## src/hdl/aiti_pkg.sv

```systemverilog
`timescale 1ns / 1ps
`default_nettype none
// ----------------------------------------------------------------------------
// Interface adapter package
// Shared word types, access modes, register map and interrupt flag masks.
// ----------------------------------------------------------------------------
package aiti_pkg;

    // Access modes carried in each input word.
    localparam logic [1:0] MODE_READ  = 2'd0;
    localparam logic [1:0] MODE_WRITE = 2'd1;
    localparam logic [1:0] MODE_TICK  = 2'd2;

    // Bus register map.
    localparam logic [3:0] REG_PORT_B      = 4'd0;
    localparam logic [3:0] REG_PORT_A      = 4'd1;
    localparam logic [3:0] REG_DIR_B       = 4'd2;
    localparam logic [3:0] REG_DIR_A       = 4'd3;
    localparam logic [3:0] REG_T1_CNT_LO   = 4'd4;
    localparam logic [3:0] REG_T1_CNT_HI   = 4'd5;
    localparam logic [3:0] REG_T1_LATCH_LO = 4'd6;
    localparam logic [3:0] REG_T1_LATCH_HI = 4'd7;
    localparam logic [3:0] REG_T2_CNT_LO   = 4'd8;
    localparam logic [3:0] REG_T2_CNT_HI   = 4'd9;
    localparam logic [3:0] REG_SHIFT       = 4'd10;
    localparam logic [3:0] REG_AUX_CTRL    = 4'd11;
    localparam logic [3:0] REG_PERIPH_CTRL = 4'd12;
    localparam logic [3:0] REG_INT_FLAGS   = 4'd13;
    localparam logic [3:0] REG_INT_ENABLE  = 4'd14;
    localparam logic [3:0] REG_PORT_A_NH   = 4'd15;

    // Interrupt flag masks.
    localparam logic [7:0] FLAG_PORT_B  = 8'h18;
    localparam logic [7:0] FLAG_PORT_A  = 8'h03;
    localparam logic [7:0] FLAG_SHIFT   = 8'h04;
    localparam logic [7:0] FLAG_TIMER2  = 8'h20;
    localparam logic [7:0] FLAG_TIMER1  = 8'h40;
    localparam logic [7:0] FLAG_SUMMARY = 8'h80;
    localparam logic [7:0] FLAG_SOURCES = 8'h7F;

    // Aux control bit that enables free-running timer 1.
    localparam int AUX_T1_RELOAD_BIT = 6;

    typedef struct packed {
        logic [1:0] mode;
        logic [3:0] reg_index;
        logic [7:0] write_data;
        logic [7:0] port_a_in;
        logic [7:0] port_b_in;
    } t_in_word;

    typedef struct packed {
        logic [7:0] read_data;
        logic       irq;
        logic [7:0] port_a_out;
        logic [7:0] port_b_out;
    } t_out_word;

endpackage : aiti_pkg
`default_nettype wire

```

## src/hdl/aiti_state.sv

```systemverilog
`timescale 1ns / 1ps
`default_nettype none
// ----------------------------------------------------------------------------
// Interface adapter register file
// Holds the adapter state and computes the next state and the result word
// for one access or tick.
// ----------------------------------------------------------------------------
module aiti_state (
    input  wire logic               i_clk,
    input  wire logic               i_rst_n,
    input  wire logic               i_en,
    input  wire aiti_pkg::t_in_word i_word,
    output aiti_pkg::t_out_word     o_result
);

    logic [7:0]  r_out_a, n_out_a;
    logic [7:0]  r_out_b, n_out_b;
    logic [7:0]  r_in_a, n_in_a;
    logic [7:0]  r_in_b, n_in_b;
    logic [7:0]  r_dir_a, n_dir_a;
    logic [7:0]  r_dir_b, n_dir_b;
    logic [15:0] r_t1_count, n_t1_count;
    logic [7:0]  r_t1_latch_lo, n_t1_latch_lo;
    logic [7:0]  r_t1_latch_hi, n_t1_latch_hi;
    logic [7:0]  r_t2_latch_lo, n_t2_latch_lo;
    logic [15:0] r_t2_count, n_t2_count;
    logic [7:0]  r_shift, n_shift;
    logic [7:0]  r_aux_ctrl, n_aux_ctrl;
    logic [7:0]  r_periph_ctrl, n_periph_ctrl;
    logic [7:0]  r_int_flags, n_int_flags;
    logic [7:0]  r_int_enable, n_int_enable;
    logic        r_t2_done, n_t2_done;

    logic [7:0]  rd_data;
    logic [15:0] t1_dec;
    logic [15:0] t2_dec;
    logic [7:0]  set_mask;

    assign t1_dec   = r_t1_count - 16'd1;
    assign t2_dec   = r_t2_count - 16'd1;
    assign set_mask = i_word.write_data & aiti_pkg::FLAG_SOURCES;

    always_comb begin
        n_out_a       = r_out_a;
        n_out_b       = r_out_b;
        n_in_a        = r_in_a;
        n_in_b        = r_in_b;
        n_dir_a       = r_dir_a;
        n_dir_b       = r_dir_b;
        n_t1_count    = r_t1_count;
        n_t1_latch_lo = r_t1_latch_lo;
        n_t1_latch_hi = r_t1_latch_hi;
        n_t2_latch_lo = r_t2_latch_lo;
        n_t2_count    = r_t2_count;
        n_shift       = r_shift;
        n_aux_ctrl    = r_aux_ctrl;
        n_periph_ctrl = r_periph_ctrl;
        n_int_flags   = r_int_flags;
        n_int_enable  = r_int_enable;
        n_t2_done     = r_t2_done;
        rd_data       = '0;

        if (i_en && i_word.mode == aiti_pkg::MODE_READ) begin
            case (i_word.reg_index)
                aiti_pkg::REG_PORT_B: begin
                    rd_data     = (r_in_b & ~r_dir_b) | (r_out_b & r_dir_b);
                    n_int_flags = r_int_flags & ~aiti_pkg::FLAG_PORT_B;
                end
                aiti_pkg::REG_PORT_A: begin
                    rd_data     = r_in_a & ~r_dir_a;
                    n_int_flags = r_int_flags & ~aiti_pkg::FLAG_PORT_A;
                end
                aiti_pkg::REG_PORT_A_NH: rd_data = r_in_a & ~r_dir_a;
                aiti_pkg::REG_DIR_B:     rd_data = r_dir_b;
                aiti_pkg::REG_DIR_A:     rd_data = r_dir_a;
                aiti_pkg::REG_T1_CNT_LO: begin
                    rd_data     = r_t1_count[7:0];
                    n_int_flags = r_int_flags & ~aiti_pkg::FLAG_TIMER1;
                end
                aiti_pkg::REG_T1_CNT_HI:   rd_data = r_t1_count[15:8];
                aiti_pkg::REG_T1_LATCH_LO: rd_data = r_t1_latch_lo;
                aiti_pkg::REG_T1_LATCH_HI: rd_data = r_t1_latch_hi;
                aiti_pkg::REG_T2_CNT_LO: begin
                    rd_data     = r_t2_count[7:0];
                    n_int_flags = r_int_flags & ~aiti_pkg::FLAG_TIMER2;
                end
                aiti_pkg::REG_T2_CNT_HI: rd_data = r_t2_count[15:8];
                aiti_pkg::REG_SHIFT: begin
                    rd_data     = r_shift;
                    n_int_flags = r_int_flags & ~aiti_pkg::FLAG_SHIFT;
                end
                aiti_pkg::REG_AUX_CTRL:    rd_data = r_aux_ctrl;
                aiti_pkg::REG_PERIPH_CTRL: rd_data = r_periph_ctrl;
                aiti_pkg::REG_INT_FLAGS:   rd_data = r_int_flags;
                aiti_pkg::REG_INT_ENABLE:  rd_data = r_int_enable & aiti_pkg::FLAG_SOURCES;
                default:                   rd_data = '0;
            endcase
        end else if (i_en && i_word.mode == aiti_pkg::MODE_WRITE) begin
            case (i_word.reg_index)
                aiti_pkg::REG_PORT_B: begin
                    n_int_flags = r_int_flags & ~aiti_pkg::FLAG_PORT_B;
                    n_out_b     = i_word.write_data & r_dir_b;
                end
                aiti_pkg::REG_PORT_A: begin
                    n_int_flags = r_int_flags & ~aiti_pkg::FLAG_PORT_A;
                    n_out_a     = i_word.write_data & r_dir_a;
                end
                aiti_pkg::REG_PORT_A_NH: n_out_a = i_word.write_data & r_dir_a;
                aiti_pkg::REG_DIR_B:     n_dir_b = i_word.write_data;
                aiti_pkg::REG_DIR_A:     n_dir_a = i_word.write_data;
                aiti_pkg::REG_T1_CNT_LO,
                aiti_pkg::REG_T1_LATCH_LO: n_t1_latch_lo = i_word.write_data;
                aiti_pkg::REG_T1_CNT_HI: begin
                    n_t1_latch_hi = i_word.write_data;
                    n_t1_count    = {i_word.write_data, r_t1_latch_lo};
                    n_int_flags   = r_int_flags & ~aiti_pkg::FLAG_TIMER1;
                end
                aiti_pkg::REG_T1_LATCH_HI: begin
                    n_t1_latch_hi = i_word.write_data;
                    n_int_flags   = r_int_flags & ~aiti_pkg::FLAG_TIMER1;
                end
                aiti_pkg::REG_T2_CNT_LO: n_t2_latch_lo = i_word.write_data;
                aiti_pkg::REG_T2_CNT_HI: begin
                    n_t2_done   = 1'b0;
                    n_t2_count  = {i_word.write_data, r_t2_latch_lo};
                    n_int_flags = r_int_flags & ~aiti_pkg::FLAG_TIMER2;
                end
                aiti_pkg::REG_SHIFT: begin
                    n_int_flags = r_int_flags & ~aiti_pkg::FLAG_SHIFT;
                    n_shift     = i_word.write_data;
                end
                aiti_pkg::REG_AUX_CTRL:    n_aux_ctrl    = i_word.write_data;
                aiti_pkg::REG_PERIPH_CTRL: n_periph_ctrl = i_word.write_data;
                aiti_pkg::REG_INT_FLAGS: begin
                    if (i_word.write_data[7]) begin
                        n_int_flags = r_int_flags | set_mask;
                    end else begin
                        n_int_flags = r_int_flags & ~set_mask;
                    end
                end
                aiti_pkg::REG_INT_ENABLE: begin
                    if (i_word.write_data[7]) begin
                        n_int_enable = r_int_enable | set_mask;
                    end else begin
                        n_int_enable = r_int_enable & ~set_mask;
                    end
                end
                default: n_int_flags = r_int_flags;
            endcase
        end else if (i_en && i_word.mode == aiti_pkg::MODE_TICK) begin
            n_in_a = i_word.port_a_in;
            n_in_b = i_word.port_b_in;
            // Timer 1 only runs while nonzero; on reaching zero it flags and
            // optionally reloads from its latches.
            if (r_t1_count != 16'd0) begin
                n_t1_count = t1_dec;
                if (t1_dec == 16'd0) begin
                    n_int_flags = n_int_flags | aiti_pkg::FLAG_TIMER1;
                    if (r_aux_ctrl[aiti_pkg::AUX_T1_RELOAD_BIT]) begin
                        n_t1_count = {r_t1_latch_hi, r_t1_latch_lo};
                    end
                end
            end
            // Timer 2 always counts and flags only once until rewritten.
            n_t2_count = t2_dec;
            if (t2_dec == 16'd0 && !r_t2_done) begin
                n_int_flags = n_int_flags | aiti_pkg::FLAG_TIMER2;
                n_t2_done   = 1'b1;
            end
            n_int_flags[7] = |(n_int_flags & r_int_enable & aiti_pkg::FLAG_SOURCES);
        end
    end

    always_ff @(posedge i_clk) begin
        if (!i_rst_n) begin
            r_out_a       <= '0;
            r_out_b       <= '0;
            r_in_a        <= '0;
            r_in_b        <= '0;
            r_dir_a       <= '0;
            r_dir_b       <= '0;
            r_t1_count    <= '0;
            r_t1_latch_lo <= '0;
            r_t1_latch_hi <= '0;
            r_t2_latch_lo <= '0;
            r_t2_count    <= '0;
            r_shift       <= '0;
            r_aux_ctrl    <= '0;
            r_periph_ctrl <= '0;
            r_int_flags   <= '0;
            r_int_enable  <= '0;
            r_t2_done     <= 1'b0;
        end else begin
            r_out_a       <= n_out_a;
            r_out_b       <= n_out_b;
            r_in_a        <= n_in_a;
            r_in_b        <= n_in_b;
            r_dir_a       <= n_dir_a;
            r_dir_b       <= n_dir_b;
            r_t1_count    <= n_t1_count;
            r_t1_latch_lo <= n_t1_latch_lo;
            r_t1_latch_hi <= n_t1_latch_hi;
            r_t2_latch_lo <= n_t2_latch_lo;
            r_t2_count    <= n_t2_count;
            r_shift       <= n_shift;
            r_aux_ctrl    <= n_aux_ctrl;
            r_periph_ctrl <= n_periph_ctrl;
            r_int_flags   <= n_int_flags;
            r_int_enable  <= n_int_enable;
            r_t2_done     <= n_t2_done;
        end
    end

    assign o_result.read_data  = rd_data;
    assign o_result.irq        = n_int_flags[7];
    assign o_result.port_a_out = n_out_a;
    assign o_result.port_b_out = n_out_b;

endmodule : aiti_state
`default_nettype wire

```

## src/hdl/interface_adapter_timers_interrupts_core.sv

```systemverilog
`timescale 1ns / 1ps
`default_nettype none
// ----------------------------------------------------------------------------
// Interface adapter with timers and interrupts
// Sixteen-register bus adapter with two ports, two timers, a shift register
// and interrupt flag and enable logic, driven by a word stream.
// ----------------------------------------------------------------------------
// Each input word is a register read, a register write or one timer tick, and
// each one produces exactly one result word carrying the read data (zero for
// anything but a read), the interrupt summary bit and both port output
// registers. Words pass through an input register, the update logic on the
// register file, and a result register. One word is taken every cycle when
// the output side keeps up. The result register decouples the two sides: a
// new word is taken while a finished result waits, and input stall rises
// only when both the input and the result registers are full and the output
// side is stalling. Note that the interrupt summary bit is recomputed only
// by a tick, so it can lag a read or write that changes the flags by one
// tick. Port writes store only the bits whose direction bit is set.
// ----------------------------------------------------------------------------
module interface_adapter_timers_interrupts_core (
    input  wire logic                i_clk,
    input  wire logic                i_rst_n,
    input  wire logic                i_in_valid,
    output logic                     o_in_stall,
    input  wire aiti_pkg::t_in_word  i_in_word,
    output logic                     o_out_valid,
    input  wire logic                i_out_stall,
    output aiti_pkg::t_out_word      o_out_word
);

    // Input stage holding the next word to be applied to the register file.
    logic                r_in_valid;
    aiti_pkg::t_in_word  r_in_word;
    // Result stage presented on the output channel.
    logic                r_out_valid;
    aiti_pkg::t_out_word r_out_word;

    aiti_pkg::t_out_word step_result;
    logic                advance;
    logic                in_take;

    // The held word is applied when the result register is free or drains now.
    assign advance    = r_in_valid && (!r_out_valid || !i_out_stall);
    assign o_in_stall = r_in_valid && !advance;
    assign in_take    = i_in_valid && !o_in_stall;

    aiti_state u_state (
        .i_clk    (i_clk),
        .i_rst_n  (i_rst_n),
        .i_en     (advance),
        .i_word   (r_in_word),
        .o_result (step_result)
    );

    always_ff @(posedge i_clk) begin
        if (!i_rst_n) begin
            r_in_valid  <= 1'b0;
            r_out_valid <= 1'b0;
        end else begin
            if (in_take) begin
                r_in_valid <= 1'b1;
            end else if (advance) begin
                r_in_valid <= 1'b0;
            end
            if (advance) begin
                r_out_valid <= 1'b1;
            end else if (!i_out_stall) begin
                r_out_valid <= 1'b0;
            end
        end
    end

    // Payload registers carry no reset; the valid bits qualify them.
    always_ff @(posedge i_clk) begin
        if (in_take) begin
            r_in_word <= i_in_word;
        end
        if (advance) begin
            r_out_word <= step_result;
        end
    end

    assign o_out_valid = r_out_valid;
    assign o_out_word  = r_out_word;

endmodule : interface_adapter_timers_interrupts_core
`default_nettype wire
```

## config.mk

```make
export PLATFORM = sky130hd
export DESIGN_NAME = interface_adapter_timers_interrupts_core
export DESIGN_NICKNAME = d
export VERILOG_FILES = /design/src/hdl/aiti_pkg.sv /design/src/hdl/aiti_state.sv /design/src/hdl/interface_adapter_timers_interrupts_core.sv
export SDC_FILE = /design/constraint.sdc
export NUM_CORES = 1
export LEC_CHECK = 0
export BUFFER_PORTS_ARGS = -buffer_cell sky130_fd_sc_hd__buf_2
export CAP_MARGIN = 10
export CORE_MARGIN = 3
export CORE_UTILIZATION = 45
export CTS_BUF_LIST = sky130_fd_sc_hd__clkbuf_4 sky130_fd_sc_hd__clkbuf_8 sky130_fd_sc_hd__clkbuf_16
export CTS_CLUSTER_DIAMETER = 30
export DETAILED_ROUTE_END_ITERATION = 10
export PLACE_DENSITY = 0.66
export SLEW_MARGIN = 20
export SYNTH_ARGS = -nofsm -noshare
export SYNTH_HDL_FRONTEND = slang
export SYNTH_SLANG_ARGS = --single-unit
```

## constraint.sdc

```tcl
create_clock -name i_clk -period 4.7 [get_ports i_clk]
set_input_delay 0.47 -clock i_clk [delete_from_list [all_inputs] [get_ports i_clk]]
set_output_delay 0.47 -clock i_clk [all_outputs]
set_load 0.005 [all_outputs]
```

# == Yosys cells after proc, flatten, opt, wreduce, memory -nomap -nowiden ==
# Index checks and enable logic that the tools add are counted.
# totals
output_inout_bits,27
word_cells,173
ff_bits,202
inputBits,34
# op_classes
n_addsub,2
bitwise,16
muxes,37
n_eq_ne,40
reduce_logical,45
# ops
op,n
$mux W16,9
$pmux W8 S15,1
$mux W8,11
$and A8 B8 Y8,7
$reduce_and A11 Y1,5
$pmux W8 S6,1
$mux W7,5
$pmux W7 S5,1
$reduce_and A3 Y1,11
$eq A4 B4 Y1 const B,8
$logic_not A16 Y1,2
$sub A16 B1 Y16 const B,2
$ne A2 B2 Y1 const B,15
$eq A4 B3 Y1 const B,4
$not A8 Y8,2
$or A8 B7 Y8,2
$reduce_bool A16 Y1,1
$ne A3 B3 Y1 const B,3
$eq A4 B2 Y1 const B,2
$mux W1,8
$ne A4 B3 Y1 const B,2
$not A7 Y8,1
$or A8 B8 Y8,1
$reduce_and A4 Y1,2
other kinds (17),34

# == Depth between registers and ports, before layout ==
# logic_depth
word_depth,13
ltp_mapped,11
depth_no_buf,9

# == By module ==
# Synthesis repeated with hierarchy kept, for this count alone.
# hier_totals
hier_cells,1134
hier_area_um2,9922.0
# by_module_without_submodules
mod,cells_per_inst,n_inst,seq_area_each_um2,area_each_um2
aiti_state,1071,1,2882.8,8186.6
interface_adapter_timers_interrupts_core,63,1,1691.6,1735.4

# == Least setup slack after synthesis ==
# OpenSTA, ideal clock, no wires.
# synth_path
path_kind,input to register
startpoint,input port i_out_stall
endpoint,register u_state.r_t1_latch_lo[0]
path_slack_ns,0.848
setup_ns,0.128
t_arrival_ns,3.724
t_required_ns,4.572
n_path_buf,0
cell_stages,5
path_cell_list,a21boi_1 > nand2_1 > nor3_1 > mux2i_1 > nor2_1
# synth_via
elab_chain_cells,6
word_cells_on_any_way,7
cone_classes,bitwise (1); reduce/logical (6)
# synth_lines
item,line_no,rtl
from (decl),interface_adapter_timers_interrupts_core.sv:27,"input wire logic i_out_stall,"
$logic_not A1 Y1 (*),-,
$logic_or A1 B1 Y1 (*),interface_adapter_timers_interrupts_core.sv:43,assign advance = r_in_valid && (!r_out_valid || !i_out_stall);
$logic_and A1 B1 Y1 (*),interface_adapter_timers_interrupts_core.sv:43,
$logic_and A1 B1 Y1,aiti_state.sv:63,if (i_en && i_word.mode == aiti_pkg::MODE_READ) begin
$not A1 Y1 (no source line),-,
$reduce_and A3 Y1 (no source line) (*),-,
to (signal assigned),aiti_state.sv:201,r_t1_latch_lo <= n_t1_latch_lo;
to (decl),aiti_state.sv:23,"logic [7:0] r_t1_latch_lo, n_t1_latch_lo;"
# Mark *: on every way between the ends. The rest lies on a longest branch, timed or not.
# A chain may end at the register's enable or synchronous reset.

# == Worst setup path after layout ==
# layout_path
startpoint,register u_state.r_t1_count[0]
endpoint,register u_state.r_t1_count[10]
# layout_via
elab_chain_cells,6
word_cells_on_any_way,10
cone_classes,add/sub (1); mux (5); reduce/logical (4)
# layout_lines
item,line_no,rtl
from (decl),aiti_state.sv:22,"logic [15:0] r_t1_count, n_t1_count;"
from (signal assigned),aiti_state.sv:200,r_t1_count <= n_t1_count;
$sub A16 B1 Y16,aiti_state.sv:39,assign t1_dec = r_t1_count - 16'd1;
$logic_not A16 Y1 or $mux W16 (tied branches),"aiti_state.sv:157, aiti_state.sv:159",
$mux W16,aiti_state.sv:157,if (t1_dec == 16'd0) begin
$mux W16,aiti_state.sv:155,if (r_t1_count != 16'd0) begin
$mux W16,aiti_state.sv:150,end else if (i_en && i_word.mode == aiti_pkg::MODE_TICK) begin
$mux W16,aiti_state.sv:98,end else if (i_en && i_word.mode == aiti_pkg::MODE_WRITE) begin
# Parallel ways exist; a longest one is shown, timed or not. The select of a mux whose other input is x is not followed.

==> impl_metrics.toml <==
[clock_tree]
cts_buffers = 39
clk_latency_ns = 0.51
htree_levels = 2
cts_tree = "built"
cts_sinks = 201
cts_root_buffer = "clkbuf_16"
clockBufferDepth = 3
post_cts_buffers = 0
cts_resized = 0
clk_pin_slew_ns = 0.05
hold_buffers = 0

[timing]
finalCriticalPeriod_ns = 3.24
final.setup.worst_slack_ns = 1.46
finalClockSkew_ns = 0.0220
rsz0062_at_grt = "no"
setup_viol = 0
drv_slew = 0
fin_crit_sh = 0.689
worstMarginPinSlew_ns = 1.08
relSlewSlack = 0.283
final_hold_viol_count = 0
fin_setup_tns_ns = 0
max_freq_ghz = 0.309

[floorplan]
die_w_um = 154
chipHeight_um = 154
start_util = 0.464
num_io_pins = 61
core.rowCount = 53
die-area_sq_mm = 0.0238
fp.coreArea_sq_mm = 0.0214

[route]
drt_first_pass_iters = 6
vias = 8809
dr.first_iter.drc_count = 1014
drc = 0
avgViaCountPerCell = 6.05
avgRoutedWirePerCell_um = 20.9
wirelength_um = 30500
ant_nets = 0

[logic_synthesis]
syn_avg_cell_area_sq_um = 8.85
netlist_top_cells_area = "dfxtp_1 (30%), edfxtp_1 (17%), mux2i_1 (8.6%)"
async_reset_ff_frac = 0
ys.flop_type = "dfxtp_1"
ys_warn_count = 0
synth_top_cell_area_share = 0.295
ys_types = 70
synthCells = 1119
yosysSeqAreaShare = 0.462
syn-num-nets = 1158
synth_area_sq_mm = 0.00990
synth_top_cell_by_area = "dfxtp_1"
synth_seq_cells = 201
synth_edf_count = 55

[setup_path]
startpoint_type = "register"
reg2regPathDepth = 9
r2r_slack_ns = 1.46
criticalPathCategory = "register to register"
crit_fanout = 15
worst_ep_arrival_time_ns = 3.64
cp_data_required_time_ns = 5.10
worstSetupEndpointType = "register"

[pwr]
vdd_drop_max_mv = 0.409
power_density_mw_per_mm2 = 442
leakagePower_nw = 4.57
p_total_w = 0.00520

[grt]
gr-total-overflow = 0
grt_pass1_wl_um = 46900
antenna_found_initial = 2
gr-usage-all-layers = 0.249
grt_start_max_net_pins = 91
grt_pass1_vias = 8065

[cells_and_area]
final_util = 0.551
drive_gt1_frac = 0.153
area_growth_syn_to_layout_pct = 18.7
fin_nets = 1189
antenna_cells = 0

[place]
pre_cts_ws_ns = 1.52
io_buffers = 60
gp_congestion = 0.957
hpwl_um = 20500

[worst_hold_path]
holdCritPathClass = "input pin to register"
hold_depth = 1

[run_status]
outcome = "complete, no violations"

[job]
max_cap_violations = 0
==> kinds of logic after synthesis <==
group	share of synthesized area
and+or+nand+nor	0.219
buffers and inverters	0.0420
xor gates and xnor gates	0.00708
AOI/OAI and AO/OA	0.171
adders and majority gates	0.00632
muxes	0.0927
DFF	0.462
==> report_power, final <==
group / switching [W] / internal, W / leakage (nW)
registers: 0.0000733 / 0.00183 / 1.71
clock network: 0.000939 / 0.00198 / 0.689
logic: 0.000243 / 0.000140 / 2.18
==> layout make-up <==
type,instances,area [sq um]
multi-input cells,814,4930
flip-flops and latches,201,4570
inverters,14,53.8
well taps,275,344
clock inverters,24,313
repair buffers,80,463
clock buffers,47,1080
fillers,1947,9600
==> synthesized netlist by cell type, types with 7 or more instances <==
master / number
a31oi_1: 16
a21oi_1: 70
a221oi_1: 11
a211oi_1: 7
o21ai_0: 56
nor2_1: 148
nand2b_1: 13
nand3_1: 36
nor3_1: 25
dfxtp_1: 146
and3_1: 8
o211ai_1: 7
nor4_1: 12
inv_1: 13
and2_1: 23
a22oi_1: 19
buf_1: 9
edfxtp_1: 55
nand2_1: 129
nor2b_1: 13
clkbuf_1: 74
nor3b_1: 11
mux2i_1: 85
==> through the flow <==
step,hold WS [ns],std cells,cell area (sq um)
after floorplan,0.432,1119,9900
after global placement,0.445,1384,10400
after detailed placement,0.451,1384,10400
after CTS,0.120,1455,11800
after global routing,0.123,1455,11800
final,0.131,1455,11800
==> cell usage in the layout, fill, tap and decap left out, drive strengths merged, types with 5 or more instances in the layout <==
master	instances
nand4	6
o211ai	7
nand2b	13
inv	18
and2	24
a21oi	72
nand3	36
nor4	12
nor3	25
or3	5
clkbuf	47
nor2b	13
buf	80
nor2	149
or2	5
edfxtp	55
a211oi	7
a221oi	11
a2111oi	7
a22o	6
dfxtp	146
nand2	129
and3	8
ha	5
a22oi	19
clkinv	12
or4	8
mux2i	85
o22ai	6
a31oi	16
nor3b	11
bufinv	6
o21ai	57
mux2	6
==> flip-flops by register name, indices dropped and copies added (netlist names), named ones only <==
signal / count
u_state.r_aux_ctrl: 8
u_state.r_t2_latch_lo: 8
u_state.r_t2_done: 1
u_state.r_int_flags: 8
r_in_word: 30
r_in_valid: 1
u_state.r_out_a: 8
u_state.r_t1_count: 16
u_state.r_in_b: 8
u_state.r_t1_latch_lo: 8
u_state.r_shift: 8
o_out_valid: 1
u_state.r_t1_latch_hi: 8
o_out_word: 25
u_state.r_t2_count: 16
u_state.r_out_b: 8
u_state.r_in_a: 8
u_state.r_dir_a: 8
u_state.r_periph_ctrl: 8
u_state.r_dir_b: 8
==> worst max-delay path: stages, from the launching register on <==
cell	delay [ns]
dfxtp_1	0.36
inv_1	0.14
ha_1	0.29
or3b_1	0.50
o32ai_1	0.30
a22oi_1	0.13
or4_4	0.57
nor2_4	0.39
a21oi_1	0.15
a2111oi_2	0.28
==> layer usage <==
layer / routed length (um) / track usage / vias up
met5: 9 / 0 / -
met4: 1310 / 0.104 / 2
met3: 2780 / 0.0526 / 100
met2: 13300 / 0.374 / 423
met1: 13000 / 0.348 / 4182
li1: - / - / 4102
==> final timing paths <==
kind / to / from
max: u_state.r_t1_count[10] / u_state.r_t1_count[0]
min: r_in_word[18] / i_in_word[18]
max reg2reg: u_state.r_t1_count[10] / u_state.r_t1_count[0]
min reg2reg: u_state.r_in_b[3] / u_state.r_in_b[3]
Power figures use the tool's default switching activity.
